**src/hw/rtl/lrtf_pkg.sv**
```systemverilog
// Shared constants and types for the longest-remaining-time-first scheduler.
// No dependencies; used by lrtf_rank_cmp and lrtf_preemptive_scheduler_core.
`default_nettype none

package lrtf_pkg;

  // table geometry
  localparam int NUM_SLOTS = 16;
  localparam int IDX_W     = (NUM_SLOTS > 1) ? $clog2(NUM_SLOTS) : 1;

  // fixed field widths
  localparam int SLOT_W = 4;
  localparam int DUR_W  = 16;
  localparam int TIME_W = 32;

  localparam logic [TIME_W-1:0] TIME_MAX = {TIME_W{1'b1}};

  // command codes
  typedef enum logic {
    CMD_LOAD = 1'b0,
    CMD_TICK = 1'b1
  } cmd_t;

  // ranking key of one slot
  typedef struct packed {
    logic [DUR_W-1:0] remaining;
    logic [DUR_W-1:0] arrival;
  } rank_t;

endpackage

`default_nettype wire

```
**src/hw/rtl/lrtf_preemptive_scheduler_core.sv**
```systemverilog
// Longest-remaining-time-first preemptive scheduler over a table of task slots.
// A load beat (command 0) is taken while idle and gives no result. A tick beat
// (command 1) sweeps the slot table through one read port and one shared ranking
// comparator, one slot per cycle behind the registered read, then updates the
// winner and works out its completion, turnaround and waiting times in the COMP,
// TURN and REPORT states: done pulses when REPORT ends, and busy drops in that
// same cycle, so a new tick is taken only once the last one is through.
// Each result is on the outputs for the single cycle in which done is high; the
// receiver cannot hold it off and must capture it then.
// Depends on lrtf_pkg and lrtf_rank_cmp.
`default_nettype none

module lrtf_preemptive_scheduler_core (
  input  wire                          clk,
  input  wire                          rst,
  input  wire                          start,
  output logic                         busy,
  input  wire                          command,
  input  wire [lrtf_pkg::SLOT_W-1:0]   slot,
  input  wire [lrtf_pkg::DUR_W-1:0]    arrival_time,
  input  wire [lrtf_pkg::DUR_W-1:0]    burst_length,
  output logic                         done,
  output logic [lrtf_pkg::TIME_W-1:0]  tick_time,
  output logic                         idle,
  output logic [lrtf_pkg::SLOT_W-1:0]  ran_slot,
  output logic                         finished,
  output logic [lrtf_pkg::TIME_W-1:0]  completion_time,
  output logic [lrtf_pkg::TIME_W-1:0]  turnaround_time,
  output logic [lrtf_pkg::TIME_W-1:0]  waiting_time,
  output logic                         all_done
);

  localparam int MEM_W = 3 * lrtf_pkg::DUR_W;
  localparam logic [lrtf_pkg::IDX_W-1:0] LAST_IDX = lrtf_pkg::IDX_W'(lrtf_pkg::NUM_SLOTS - 1);

  typedef enum logic [2:0] {
    ST_IDLE,
    ST_SCAN,
    ST_COMP,
    ST_TURN,
    ST_REPORT
  } state_t;

  state_t state;

  // per-slot flags and time
  logic [lrtf_pkg::NUM_SLOTS-1:0] loaded;
  logic [lrtf_pkg::NUM_SLOTS-1:0] complete;
  logic [lrtf_pkg::TIME_W-1:0]    cur_time;

  // sweep control
  logic [lrtf_pkg::IDX_W-1:0] rd_addr;
  logic                       issued_all;
  logic                       pipe_vld;
  logic [lrtf_pkg::IDX_W-1:0] pipe_idx;

  // best candidate so far
  logic                       found;
  logic [lrtf_pkg::IDX_W-1:0] best_idx;
  logic [lrtf_pkg::DUR_W-1:0] best_rem;
  logic [lrtf_pkg::DUR_W-1:0] best_arr;
  logic [lrtf_pkg::DUR_W-1:0] best_burst;

  // finishing arithmetic
  logic                        fin;
  logic [lrtf_pkg::TIME_W-1:0] comp;
  logic [lrtf_pkg::TIME_W-1:0] turn;

  // task table: {arrival, burst, remaining}
  logic [MEM_W-1:0]           task_mem [lrtf_pkg::NUM_SLOTS];
  logic [MEM_W-1:0]           rdata;
  logic                       mem_we;
  logic [lrtf_pkg::IDX_W-1:0] mem_wa;
  logic [MEM_W-1:0]           mem_wd;

  logic                       load_ok;
  logic                       accept;
  logic [lrtf_pkg::DUR_W-1:0] rd_arr;
  logic [lrtf_pkg::DUR_W-1:0] rd_burst;
  logic [lrtf_pkg::DUR_W-1:0] rd_rem;
  logic                       eligible;
  logic                       wins;
  lrtf_pkg::rank_t            cand_key;
  lrtf_pkg::rank_t            best_key;
  logic [lrtf_pkg::TIME_W-1:0] wait_val;

  assign busy    = (state != ST_IDLE);
  assign accept  = start && !busy;
  assign load_ok = (int'(slot) < lrtf_pkg::NUM_SLOTS);

  assign rd_arr   = rdata[MEM_W-1 -: lrtf_pkg::DUR_W];
  assign rd_burst = rdata[2*lrtf_pkg::DUR_W-1 -: lrtf_pkg::DUR_W];
  assign rd_rem   = rdata[lrtf_pkg::DUR_W-1:0];

  // slot under compare is live and has arrived
  assign eligible = loaded[pipe_idx] && !complete[pipe_idx] &&
                    ({{(lrtf_pkg::TIME_W-lrtf_pkg::DUR_W){1'b0}}, rd_arr} <= cur_time);

  assign cand_key.remaining = rd_rem;
  assign cand_key.arrival   = rd_arr;
  assign best_key.remaining = best_rem;
  assign best_key.arrival   = best_arr;

  lrtf_rank_cmp u_cmp (
    .cand       (cand_key),
    .best       (best_key),
    .best_valid (found),
    .wins       (wins)
  );

  // waiting time, floored at zero
  assign wait_val = (turn >= {{(lrtf_pkg::TIME_W-lrtf_pkg::DUR_W){1'b0}}, best_burst}) ?
                    (turn - {{(lrtf_pkg::TIME_W-lrtf_pkg::DUR_W){1'b0}}, best_burst}) :
                    '0;

  // table write port: loads from idle, service write-back after the sweep
  always_comb begin
    mem_we = 1'b0;
    mem_wa = best_idx;
    mem_wd = {best_arr, best_burst, best_rem - 1'b1};
    if (state == ST_IDLE) begin
      mem_we = accept && (command == lrtf_pkg::CMD_LOAD) && load_ok;
      mem_wa = lrtf_pkg::IDX_W'(slot);
      mem_wd = {arrival_time, burst_length, burst_length};
    end else if (state == ST_COMP) begin
      mem_we = found;
    end
  end

  always_ff @(posedge clk) begin
    if (mem_we) begin
      task_mem[mem_wa] <= mem_wd;
    end
    rdata <= task_mem[rd_addr];
  end

  // sequencer, flags and registered results
  always_ff @(posedge clk) begin
    if (rst) begin
      state    <= ST_IDLE;
      done     <= 1'b0;
      loaded   <= '0;
      complete <= '0;
      cur_time <= '0;
      pipe_vld <= 1'b0;
      found    <= 1'b0;
    end else begin
      done <= 1'b0;
      case (state)
        ST_IDLE: begin
          if (accept) begin
            if (command == lrtf_pkg::CMD_LOAD) begin
              if (load_ok) begin
                loaded[lrtf_pkg::IDX_W'(slot)]   <= 1'b1;
                complete[lrtf_pkg::IDX_W'(slot)] <= (burst_length == '0);
              end
            end else begin
              rd_addr    <= '0;
              issued_all <= 1'b0;
              pipe_vld   <= 1'b0;
              found      <= 1'b0;
              state      <= ST_SCAN;
            end
          end
        end
        ST_SCAN: begin
          pipe_vld <= !issued_all;
          pipe_idx <= rd_addr;
          if (!issued_all) begin
            if (rd_addr == LAST_IDX) begin
              issued_all <= 1'b1;
            end else begin
              rd_addr <= rd_addr + 1'b1;
            end
          end
          if (pipe_vld && eligible && wins) begin
            found      <= 1'b1;
            best_idx   <= pipe_idx;
            best_rem   <= rd_rem;
            best_arr   <= rd_arr;
            best_burst <= rd_burst;
          end
          if (pipe_vld && (pipe_idx == LAST_IDX)) begin
            state <= ST_COMP;
          end
        end
        ST_COMP: begin
          fin  <= found && (best_rem == lrtf_pkg::DUR_W'(1));
          comp <= (cur_time == lrtf_pkg::TIME_MAX) ? lrtf_pkg::TIME_MAX : cur_time + 1'b1;
          if (found && (best_rem == lrtf_pkg::DUR_W'(1))) begin
            complete[best_idx] <= 1'b1;
          end
          state <= ST_TURN;
        end
        ST_TURN: begin
          turn  <= comp - {{(lrtf_pkg::TIME_W-lrtf_pkg::DUR_W){1'b0}}, best_arr};
          state <= ST_REPORT;
        end
        ST_REPORT: begin
          tick_time       <= cur_time;
          idle            <= !found;
          ran_slot        <= found ? lrtf_pkg::SLOT_W'(best_idx) : '0;
          finished        <= fin;
          completion_time <= fin ? comp : '0;
          turnaround_time <= fin ? turn : '0;
          waiting_time    <= fin ? wait_val : '0;
          all_done        <= &(~loaded | complete);
          done            <= 1'b1;
          if (cur_time != lrtf_pkg::TIME_MAX) begin
            cur_time <= cur_time + 1'b1;
          end
          state <= ST_IDLE;
        end
        default: begin
          state <= ST_IDLE;
        end
      endcase
    end
  end

  // a result beat only ever follows the report step
  a_done_after_report: assert property (@(posedge clk) disable iff (rst)
    done |-> $past(state == ST_REPORT))
    else $error("result beat without a report step");

  // an idle tick names no slot and finishes nothing
  a_idle_clean: assert property (@(posedge clk) disable iff (rst)
    (done && idle) |-> ((ran_slot == '0) && !finished))
    else $error("idle tick carries slot or finish");

  // waiting time never exceeds turnaround
  a_wait_le_turn: assert property (@(posedge clk) disable iff (rst)
    (done && finished) |-> (waiting_time <= turnaround_time))
    else $error("waiting time above turnaround");

  // time counter never runs backwards
  a_time_mono: assert property (@(posedge clk) disable iff (rst)
    1'b1 |=> (cur_time >= $past(cur_time)))
    else $error("time counter went backwards");

  // an accepted tick holds the block busy
  a_tick_busy: assert property (@(posedge clk) disable iff (rst)
    (accept && (command == lrtf_pkg::CMD_TICK)) |=> busy)
    else $error("tick accepted but block not busy");

endmodule

`default_nettype wire

```
**src/hw/rtl/lrtf_rank_cmp.sv**
```systemverilog
// Shared ranking comparator: decides whether a candidate slot displaces the
// current best. Depends on lrtf_pkg (rank_t).
`default_nettype none

module lrtf_rank_cmp (
  input  wire lrtf_pkg::rank_t cand,
  input  wire lrtf_pkg::rank_t best,
  input  wire                  best_valid,
  output logic                 wins
);

  // longer remaining wins, then earlier arrival; a full tie keeps the lower slot
  always_comb begin
    if (!best_valid) begin
      wins = 1'b1;
    end else if (cand.remaining != best.remaining) begin
      wins = (cand.remaining > best.remaining);
    end else begin
      wins = (cand.arrival < best.arrival);
    end
  end

endmodule

`default_nettype wire
```
**config.mk**
```make
export PLATFORM = sky130hd
export DESIGN_NAME = lrtf_preemptive_scheduler_core
export DESIGN_NICKNAME = d
export VERILOG_FILES = /design/src/hw/rtl/lrtf_pkg.sv /design/src/hw/rtl/lrtf_preemptive_scheduler_core.sv /design/src/hw/rtl/lrtf_rank_cmp.sv
export SDC_FILE = /design/constraint.sdc
export NUM_CORES = 1
export LEC_CHECK = 0
export ABC_AREA = 1
export BUFFER_PORTS_ARGS = -buffer_cell sky130_fd_sc_hd__clkbuf_2
export CORE_MARGIN = 8
export CORE_UTILIZATION = 56
export DETAILED_ROUTE_END_ITERATION = 8
export PLACE_DENSITY = 0.73
export SYNTH_ARGS = -nofsm -noshare
export SYNTH_HDL_FRONTEND = slang
export SYNTH_SLANG_ARGS = --single-unit
```
**constraint.sdc**
```tcl
create_clock -name clk -period 13.8 [get_ports clk]
set_input_delay 0.69 -clock clk [delete_from_list [all_inputs] [get_ports clk]]
set_output_delay 0.69 -clock clk [all_outputs]
set_load 0.01 [all_outputs]
```
# Word-level counts from Yosys, hierarchy flattened
# Memory sizes are Yosys's and may differ from the RTL's. A register that Yosys moved wholly into a read port is not among the register bits.
# Index checks and enable logic that the tools add are counted.
[totals]
regBits = 331
ramBits = 768
input_bits = 40
out_inout_bits = 137
wordCells = 137
mem_count = 1
[memory_table]
columns = ["memory", "words", "word_bits", "rd", "rd_ports_with_merged_regs", "wr", "line", "rtl"]
rows = [
  ["task_mem", 16, 48, 1, 1, 1, "lrtf_preemptive_scheduler_core.sv:70", "logic [MEM_W-1:0] task_mem [lrtf_pkg::NUM_SLOTS];"],
]
[op_classes]
addsub = 5
order_cmp = 9
n_eq_ne = 18
muxes = 39
bitwise_logic = 6
n_reduce_logical = 34
[op_table]
columns = ["cell", "count"]
rows = [
  ["$sub 32x16->32", 2],
  ["$mux 16", 3],
  ["$mux 48", 1],
  ["$or 16x16->16", 3],
  ["$add 32x1->32 const B", 1],
  ["$eq 32x32->1 const B", 1],
  ["$ge 32x16->1", 1],
  ["$le 16x32->1", 1],
  ["$ne 32x32->1 const B", 1],
  ["$pmux 16 s2", 1],
  ["$mux 4", 5],
  ["$bwmux 16", 1],
  ["$eq 16x1->1 const B", 1],
  ["$gt 16x16->1", 1],
  ["$logic_not 16->1", 1],
  ["$lt 16x16->1", 1],
  ["$mux 1", 16],
  ["$ne 16x16->1", 1],
  ["$not 16->16", 1],
  ["$reduce_and 16->1", 1],
  ["$sub 16x1->16 const B", 1],
  ["$lt 4x5->1 const B", 3],
  ["$ne 2x2->1 const B", 7],
  ["$pmux 3 s4", 1],
  ["other kinds (22)", 55],
]

# Logic depth before layout (Yosys ltp)
# Gate-level depths: netlist (run 1).
[logic_depth]
depth_word = 9
depth_mapped = 15

# Modules after synthesis
# A second synthesis (run 1) with hierarchy kept.
[unflattened]
cells_unflattened = 4389
area_unflattened_um2 = 48733.0
[modules_own_cells]
columns = ["module", "n_inst", "cells_per_inst", "area_per_inst_um2", "seq_area_each_um2"]
rows = [
  ["lrtf_preemptive_scheduler_core", 1, 4250, 47885.9, 33261.9],
  ["lrtf_rank_cmp", 1, 139, 847.1, 0.0],
]

# Worst setup path before layout (run 1)
# No wires, ideal clock.
[synth_timing]
path_kind = "input-to-reg"
startpoint = "in rst"
endpoint = "reg all_done (enable)"
t_arrival_ns = 13.593
t_required_ns = 12.840
slack_ns = -0.753
stages = 2
path_buffers = 1
path_cell_list = "clkbuf_1 nor4_1"
[synth_between]
elab_chain_cells = 2
[synth_rtl]
columns = ["element", "line", "rtl"]
rows = [
  ["from (decl)", "lrtf_preemptive_scheduler_core.sv:15", "input wire rst,"],
  ["$not 1->1 (no source line)", "n/a", ""],
  ["$reduce_and 2->1 (no source line)", "n/a", ""],
  ["to (signal assigned)", "lrtf_preemptive_scheduler_core.sv:207", "all_done <= &(~loaded | complete);"],
  ["to (decl)", "lrtf_preemptive_scheduler_core.sv:30", "output logic all_done"],
]
# No other way between the ends.
# A chain may end at the register's enable or synchronous reset.

# Final worst setup path (run 1)
[layout_timing]
startpoint = "reg state[0]"
endpoint = "mem task_mem[7][0] in the netlist's numbering (enable)"
[layout_between]
elab_chain_cells = 7
elab_cells_between_ends = 11
cone_classes = "1 x eq/ne; 5 x mux; 5 x reduce/logical"
[layout_rtl]
columns = ["element", "line", "rtl"]
rows = [
  ["from (decl)", "lrtf_preemptive_scheduler_core.sv:44", "state_t state;"],
  ["from (signal assigned)", "lrtf_preemptive_scheduler_core.sv:140", "state <= ST_IDLE;"],
  ["from (signal assigned)", "lrtf_preemptive_scheduler_core.sv:162", "state <= ST_SCAN;"],
  ["from (signal assigned)", "lrtf_preemptive_scheduler_core.sv:184", "state <= ST_COMP;"],
  ["$reduce_bool 3->1", "lrtf_preemptive_scheduler_core.sv:87", "assign busy = (state != ST_IDLE);"],
  ["$logic_not 1->1", "lrtf_preemptive_scheduler_core.sv:88", "assign accept = start && !busy;"],
  ["$logic_and 1x1->1", "lrtf_preemptive_scheduler_core.sv:88", ""],
  ["$logic_and 1x1->1", "lrtf_preemptive_scheduler_core.sv:122", "mem_we = accept && (command == lrtf_pkg::CMD_LOAD) && load_ok;"],
  ["$mux 1", "lrtf_preemptive_scheduler_core.sv:121", "if (state == ST_IDLE) begin"],
  ["$mux 1", "lrtf_preemptive_scheduler_core.sv:131", "if (mem_we) begin"],
  ["$mux 1 (not written as such)", "lrtf_preemptive_scheduler_core.sv:132", "task_mem[mem_wa] <= mem_wd;"],
  ["to (decl)", "lrtf_preemptive_scheduler_core.sv:70", ""],
]
# Parallel ways exist; a longest one is shown, timed or not.

==> out/summary.md, run 1 <==
Relative to the synthesized area, the layout overhead comes to 12.46%. After clock tree synthesis, the repair step resized 0 gates. The number of DRC violations after detailed routing came out at 0. The post-synth net total was 4355. STA puts the critical path data arrival time at 4.79 ns. Beginning of the worst hold path: rdata[19]$_DFF_P_. The iteration count of the initial detailed-routing pass was 6. The run gives 0.2543 as the aggregate global-route resource usage. TritonCTS built the clock tree. For this design the top-level I/O count stands at 177. The logs give 0.01980 µW for the leakage power summed over all cells and 0.03843 ns for the post-route clock skew.

The synthesized area per cell is 11.39 µm². Summed over all nets, the half-perimeter wirelength after detailed placement is 76330 µm. The maximum operating frequency was 224.9 MHz. Setup violations remaining at the end of the flow were counted as 0. The logs give 14.14 ns for the required time reported for the critical path endpoint and 33260 µm² for the area occupied by registers. In this run the worst setup path begins at state[0]$_SDFFE_PP0P_. The routed design uses 12380 µm of met3 wire.

The die width is 309.3 µm, and the number of nets still failing antenna checks after routing is 0. The first global-routing pass estimated 187100 µm of wire. Counting both buffers and inverters, the worst setup path holds a total of 4. The fraction of layout instances using a drive strength above 1 works out to 0.1116. The number of hold buffers added after CTS was 0. Setup repair after global routing left no endpoint under its margin. The routed length on met2 was 57700 µm; the area of the die was 95650 µm². The tools report the startpoint kind of the worst setup timing path as a flop.

For this run, the post-layout net count is 4521. For this run, the number of standard cells in the final layout without fillers is 5636. The tools report the starting DRC count in detailed routing as 3924. The total cell area at the placement stage was 50430 µm²; the number of warnings reported in the yosys synthesis log was 0. The region available for standard cell placement spans 85150 µm².

The floorplan has 107 rows. Dividing the detail-routed wire length by the instance count gives 22.14 µm. Yosys mapped the design onto 55 distinct sky130hd cell types. The logs give 0.9404 for the routability congestion estimate and 54170 µm² for the cell area after layout.

The tools report the via total after detailed routing as 33380. The worst-case vdd ir drop was 0.1111 mV. Walking the worst path, the cells encountered are nor2_2, inv_2, nor2_8, buf_4, inv_2, or2_4, o22ai_2, nand2_1, nor2_4, buf_4.

At the pin with the least slew margin, the transition time is 1.224 ns. Worst hold-check path type: reg2reg. Entering global routing, the biggest net connects 157 pins.

Fill cells in the final layout number 6407. In this run the tool buffered the top-level ports with 176 buffer cells. The portion of the clock cycle consumed by the worst path in the final layout is 0.3222.

The clock reaches the later pin of the worst-skew pair after 0.70 ns. The number of max-slew violations in the final report came out at 0. Timing analysis after detailed placement gives a worst setup slack of 9.466 ns. Routed signal wires occupy layers up through met5. The synthesized netlist occupies a cell area of 48160 µm². The routed design has 124800 µm of wire. Using the TritonRoute via totals, the vias-per-cell ratio works out to 5.922. In this run the clock root is driven by a sky130_fd_sc_hd__clkbuf_16. The setup slack after layout was 9.354 ns; the post-route setup TNS was 0 ns. The aggregate global routing overflow is 0. The run gives 1147 as the total number of clock tree sinks. The endpoint class of the critical path is a flop. No sink is reached through more buffers than the 3 on the longest clock path.

The multi-input combinational cells in the finished layout cover a total of 13010 µm². The run gives 0.1786 as the tightest slew margin relative to the limit. Max-cap violations in this run came to 0. The number of instances in the placed design was 5429. The highest-delay cell along the critical path was sky130_fd_sc_hd__nor2_4. For the final number of hold-violating endpoints, the log shows 0. The sequential-to-total area share from yosys stat is 0.6906, and the number of synthesized register bits is 1147. The final critical path time including I/O delays and setup is 4.446 ns. The power density over the cells is 137.3 nW/µm², and the highest cell delay on the worst timing path is 0.87 ns. The y dimension of the die came out at 309.3 µm.

The setup path with the least slack is of type reg2reg. In the final routing, the length of wire on met1 measures 50610 µm. Leaving out fill and tap cells, the most frequent cell in the layout is sky130_fd_sc_hd__edfxtp_1.

The initial antenna violation count came out at 8. The logs give 31380 for the via count of the first global-routing pass and 109 for the number of buffers created by CTS. Broken down by cell family, the worst path's largest delay share belongs to simple AND/OR/NAND/NOR gates. The tools report the final design utilization as 0.6362.

The initial core utilization was 0.5657; the buffers inserted during post-CTS setup optimization was 0. The worst register-to-register path begins at state[0]$_SDFFE_PP0P_. The number of H-tree levels is 3. The run finished with clean final reports.

The clock-pin slew on the worst setup and hold paths is 0.06 ns. Leaving out fill and tap cells, the most frequent cells in the layout are sky130_fd_sc_hd__edfxtp_1 (1029), sky130_fd_sc_hd__nor2_1 (655), sky130_fd_sc_hd__o21ai_0 (533). Of all nets on the critical path, the largest fanout is 73.

The number of cells produced by synthesis is 4230.
per-layer routing:
metal / track usage / vias up
met1: 0.3576 / 16050
met5: 0 / -
met4: 0.08901 / 4
met3: 0.03844 / 259
met2: 0.4069 / 1775
li1: - / 15280
cell families after synthesis:
family / Yosys count / share of synthesized area
simple gates: 1394 / 0.1179
flops: 1147 / 0.6906
compound gates: 1004 / 0.1130
buf+inv: 526 / 0.04258
fa+ha+maj: 85 / 0.02239
xor+xnor: 74 / 0.01346
area by class of cell:
cell class	count	area share
diodes	1	0.00004620
clock buffers	134	0.05375
clock inverters	72	0.01518
inverters	327	0.02287
multi-input cells	2557	0.2401
flip-flops and latches	1147	0.6141
well taps	1144	0.02643
repair buffers	254	0.02753
cells in the mapped netlist, drive strengths merged:
library cell | number | area, µm²
o22ai | 230 | 1445
nand4 | 25 | 162.6
xnor2 | 18 | 157.7
nand3b | 5 | 37.54
ha | 83 | 1039
a31oi | 4 | 25.02
buf | 42 | 234.0
nor2 | 681 | 2600
fa | 2 | 40.04
a21oi | 161 | 809.5
a221oi | 1 | 8.760
a21o | 5 | 37.54
o32ai | 1 | 8.760
clkbuf | 157 | 589.3
o211ai | 1 | 7.510
nor3 | 42 | 220.2
clkinv | 2 | 7.510
nand3 | 82 | 432.9
o21bai | 3 | 22.52
o21a | 12 | 90.09
nor3b | 3 | 32.53
inv | 325 | 1220
a22oi | 11 | 82.58
nor4 | 20 | 125.1
edfxtp | 1029 | 30900
and3 | 6 | 37.54
nand2b | 1 | 6.260
xor2 | 56 | 490.5
nand2 | 522 | 1979
a211oi | 3 | 32.53
dfxtp | 118 | 2362
a21boi | 3 | 22.52
o21ai | 569 | 2851
or2 | 7 | 46.30
worst paths after layout:
| check | end | slack [ns] | cells past startpoint |
|---|---|---|---|
| setup / recovery | task_mem[7][0]$_DFFE_PP_ | 9.35 | 10 |
| hold / removal | best_burst[3]$_DFFE_PP_ | 0.40 | 0 |
| setup reg to reg | task_mem[7][0]$_DFFE_PP_ | 9.35 | 10 |
| hold reg to reg | best_burst[3]$_DFFE_PP_ | 0.40 | 0 |
registers in the layout, summed over array words and instances (netlist names), 32 cells and up:
signal,flops
task_mem,768
rdata,48
comp,32
completion_time,32
cur_time,32
tick_time,32
turn,32
turnaround_time,32
waiting_time,32
power by group:
| part | switching (µW) | leakage, µW | total [µW] | internal [µW] |
|---|---|---|---|---|
| registers | 29.0 | 0.0103 | 3900 | 3870 |
| clock network | 1310 | 0.00182 | 3080 | 1770 |
| logic | 338 | 0.00769 | 451 | 113 |
through the flow:
| stage | hold WS [ns] | total power (µW) |
|---|---|---|
| floorplan | 0.3855 | 4231 |
| global placement | 0.3872 | 4405 |
| detailed placement | 0.3887 | 4417 |
| CTS | 0.4038 | 7462 |
| global route | 0.4107 | 7645 |
| finish | 0.4038 | 7438 |
worst reg2reg max path, delay by kind of cell (launching register included):
family                 cells  cell delay [ns]
AND/OR/NAND/NOR            5             1.78
buffers and inverters      4             1.69
flip-flops                 1             0.38
AO/OA/AOI/OAI              1             0.22
Note: power is estimated with default switching activity, not from simulation.
==> run 2, diff against run 1 <==
--- a/config.mk
+++ b/config.mk
@@ -5,7 +5,7 @@
 export SDC_FILE = /design/constraint.sdc
 export NUM_CORES = 1
 export LEC_CHECK = 0
-export ABC_AREA = 1
+export ABC_AREA = 0
 export BUFFER_PORTS_ARGS = -buffer_cell sky130_fd_sc_hd__clkbuf_2
 export CORE_MARGIN = 8
 export CORE_UTILIZATION = 56
==> constraint.sdc (replaced) <==
create_clock -name clk -period 4.05 [get_ports clk]
set_input_delay 0.2025 -clock clk [delete_from_list [all_inputs] [get_ports clk]]
set_output_delay 0.2025 -clock clk [all_outputs]
set_load 0.01 [all_outputs]
==> out/summary.md, run 2 <==
For the aggregate global-route resource usage, the log shows 0.2386. Leaving out fill and tap cells, the most frequent cell in the layout is sky130_fd_sc_hd__edfxtp_1. The clock-pin slew on the worst setup and hold paths works out to 0.07 ns. In the routed layout, each cell is associated on average with a via count of 6.214.

The startpoint identified for the worst register-to-register timing path is best_burst[0]$_DFFE_PP_. The die width is 303.7 µm. Summed over all instances, the cell type with the most area after synthesis is sky130_fd_sc_hd__edfxtp_1. The category of the most critical setup path was reg2reg. The fraction of power spent switching nets was 0.2079; the number of synthesized register bits was 1147. At the placement stage, the worst setup path has a slack of 0.7854 ns. The depth of the worst register-to-register path was 11; the synthesized area per cell was 17.29 µm².

The share of synthesized flip-flops with an asynchronous set or reset was 0. The initial core utilization is 0.5653. Clock network fraction of design power: 0.426. The detail route stage leaves a number of antenna-violating nets equal to 0.

The area growth from synthesis to final layout works out to 14.34%. Setup violations remaining at the end of the flow were counted as 0. Summed over all nets, the switching power comes to 5126 µW. The top cell type's share of synthesized area was 0.6668. The tree built by TritonCTS fans out to 1147 sinks. After the flow finishes, the layout carries non-filler instances totaling 4113. Buffers inserted during clock tree synthesis total 109. After the first detailed-routing iteration, the DRC count stood at 3035. The number of instances in the placed design was 3902. The logs give 3 for the number of H-tree levels and 0.9036 for the routability congestion estimate. The commonest cells after synthesis are sky130_fd_sc_hd__edfxtp_1 (1029), sky130_fd_sc_hd__mux4_2 (243), sky130_fd_sc_hd__nor2_1 (160). Sorting the synthesized cells by area gives the leading types as sky130_fd_sc_hd__edfxtp_1 (67%), sky130_fd_sc_hd__mux4_2 (12%), sky130_fd_sc_hd__dfxtp_1 (5.1%), sky130_fd_sc_hd__ha_1 (2.2%), sky130_fd_sc_hd__xnor2_1 (1.4%). In this run the worst path has a maximum fanout of 22. The CTS root buffer is sky130_fd_sc_hd__clkbuf_16. Leaving out fill and tap cells, the most frequent cells in the layout are sky130_fd_sc_hd__edfxtp_1 (1029), sky130_fd_sc_hd__mux4_2 (243), sky130_fd_sc_hd__clkbuf_2 (176).

The initial antenna violation count was 2; the later-pin clock latency in the skew report was 0.68 ns. The part of the total power dissipated in combinational logic is 0.041. The worst hold-check path type is in2reg. The register share of total power is 0.533.

The filler cell count was 5547; the number of cells produced by synthesis was 2681. In this run the post-CTS setup repair buffer count came out at 0. Entering global routing, the biggest net connects 125 pins.

The launching instance or port of the critical path was best_burst[0]$_DFFE_PP_. The number of max-slew violations in the final report came out at 0. Final design utilization: 0.6464.

The flow ran to the end, and the final reports show no timing, DRC or antenna violations. Clock skew on the completed layout was measured at 0.02850 ns. The first global-routing pass estimated 166900 µm of wire. 177 I/O pins were placed.

At the worst endpoint, the arrival time is 3.90 ns. The fraction of layout instances using a drive strength above 1 is 0.2404. Across the run, the number of max-cap violations was 0.

Across all setup checks in the final design, the least slack found is 0.6825 ns. The final critical path time including I/O delays and setup is 3.367 ns, and the power density over the cells is 465.2 nW/µm². In this run the cell area of the synthesized design comes to 46340 µm². Summing over every cut layer, the via total after detailed routing is 25560. For this run the aggregate overflow at the end of global routing stands at 0. By instance count, the leading cell after synthesis is sky130_fd_sc_hd__edfxtp_1. VDD sags by at most 0.3888 mV.

Setup repair after global routing left no endpoint under its margin. The run gives 67 as the number of unique standard cell types used by synthesis. The final number of hold-violating endpoints came out at 0. The largest registers in the layout are task_mem (768), rdata (48).

Beginning of the worst hold path: start. The endpoint class of the critical path was a flop. Yosys printed 0 warnings. The clock passes through at most 3 buffers. The run gives 24650 µW as the total power. Timing would allow up to 297.0 MHz. Summed over all cells, the static leakage comes to 0.01788 µW. The die covers 92220 µm². The iteration count of the initial detailed-routing pass is 6.

Wires add up to 111500 µm. The register name with the most flops was task_mem. The sequential-to-total area share from yosys stat came out at 0.7177. For the post-synth net total, the log shows 2806. TritonCTS built the clock tree. The transition time at the pin with the least slew margin was 1.303 ns; the via count of the first global-routing pass was 26020. The run gives 68420 µm as the post-detailed-placement half-perimeter wirelength. The register with the most flip-flops in the layout has 768 of them. Setup total negative slack on the finished layout was measured at 0 ns. In the final design database the tool counted 3071 nets. The count of input and output buffers works out to 176. After detailed routing, the average wire length per cell comes to 27.12 µm. The cell row count was 105; the y dimension of the die was 303.7 µm.

The tools report the internal cell power as 19530 µW. In the routed design, unresolved DRC markers number 0. Counting flops with a built-in enable in the synthesized netlist gives 1029.

Data on the critical path is required at its endpoint by 4.58 ns. The flip-flop cell with the highest count after synthesis is sky130_fd_sc_hd__edfxtp_1. The tightest slew margin relative to the limit came out at 0.1275.

The portion of the clock cycle consumed by the worst path in the final layout was 0.8315; the number of stages on the worst hold path was 3. For the area of the core, the log shows 81980 µm². STA classifies the critical path startpoint as a flop. For flop-to-flop paths, the worst setup slack is 0.68 ns.
==> run 2: cell types whose count changed in the layout (fill, tap and decap cells not counted), sizes merged, moves of 47 or more <==
cell	previous run	this run
o22ai	230	0
and2	0	71
nand2	522	128
nand3	82	35
xnor2	18	72
mux4	0	243
o21ai	569	93
a21oi	161	88
inv	330	82
nor2	681	161
==> run 2: final timing paths <==
kind | to
max reg2reg | waiting_time[19]$_SDFFCE_PN0P_
max | waiting_time[19]$_SDFFCE_PN0P_
min | state[0]$_SDFFE_PP0P_
min reg2reg | best_burst[2]$_DFFE_PP_
==> run 2: power by group through the flow <==
stage / clock network (µW) / logic [µW] / registers [µW]
global placement: 0 / 956 / 13400
floorplan: 0 / 632 / 13400
finish: 10500 / 1010 / 13100
CTS: 10600 / 1010 / 13100
global route: 11100 / 1090 / 13100
detailed placement: 0 / 995 / 13400
==> run 2: area by class of cell <==
| class | instances | area [µm²] | area share |
|---|---|---|---|
| antenna | 2 | 5.005 | 0.00009445 |
| clock buffer | 132 | 2915 | 0.05502 |
| clock inverter | 74 | 815.8 | 0.01539 |
| inverter | 75 | 281.5 | 0.005313 |
| multi-input combinational | 1342 | 12510 | 0.2360 |
| sequential | 1147 | 33260 | 0.6277 |
| tap | 1070 | 1339 | 0.02526 |
| timing repair buffer | 271 | 1864 | 0.03518 |
==> run 2: kinds of logic (layout without fill, tap and decap cells) <==
logic type,after synthesis,after routing,share of synthesized area
mux,248,248,0.1192
other cells,0,2,0
buf+inv,192,552,0.01585
simple gates,617,617,0.06690
flops,1147,1147,0.7177
compound gates,291,291,0.03793
fa+ha+maj,85,85,0.02327
xor+xnor,101,101,0.01909
==> run 2: layer usage <==
metal,vias to the layer above,GRT usage,part of all wire
met5,-,0,0
li1,11080,-,-
met1,13110,0.3178,0.39
met4,0,0.07151,0.026
met2,1204,0.4080,0.51
met3,170,0.03616,0.077
==> run 2: per-stage QoR <==
step	hold slack (ns)	cell area (µm²)
after CTS	0.01762	52990
after detailed placement	0.3887	49220
after global routing	0.07378	52990
after global placement	0.3881	49220
final	0.07225	52990
after floorplan	0.3855	46350
==> run 2: worst max-delay path: stages, from the launching register on <==
cell and delay (ns):
sky130_fd_sc_hd__edfxtp_1 0.51, sky130_fd_sc_hd__ha_1 0.29, sky130_fd_sc_hd__fa_1 0.40, sky130_fd_sc_hd__nor2b_1 0.20, sky130_fd_sc_hd__o31a_1 0.21, sky130_fd_sc_hd__o21ai_1 0.22
sky130_fd_sc_hd__o211ai_1 0.23, sky130_fd_sc_hd__buf_4 0.20, sky130_fd_sc_hd__o21ai_2 0.16, sky130_fd_sc_hd__buf_4 0.25, sky130_fd_sc_hd__or4_1 0.48, sky130_fd_sc_hd__nand2_1 0.08
==> run 2: repair_timing <==
item,in CTS,in global routing
endpoints found under the hold margin,3,0
setup endpoints to repair,0,0
hold buffers,3,0
gates resized for setup,0,0
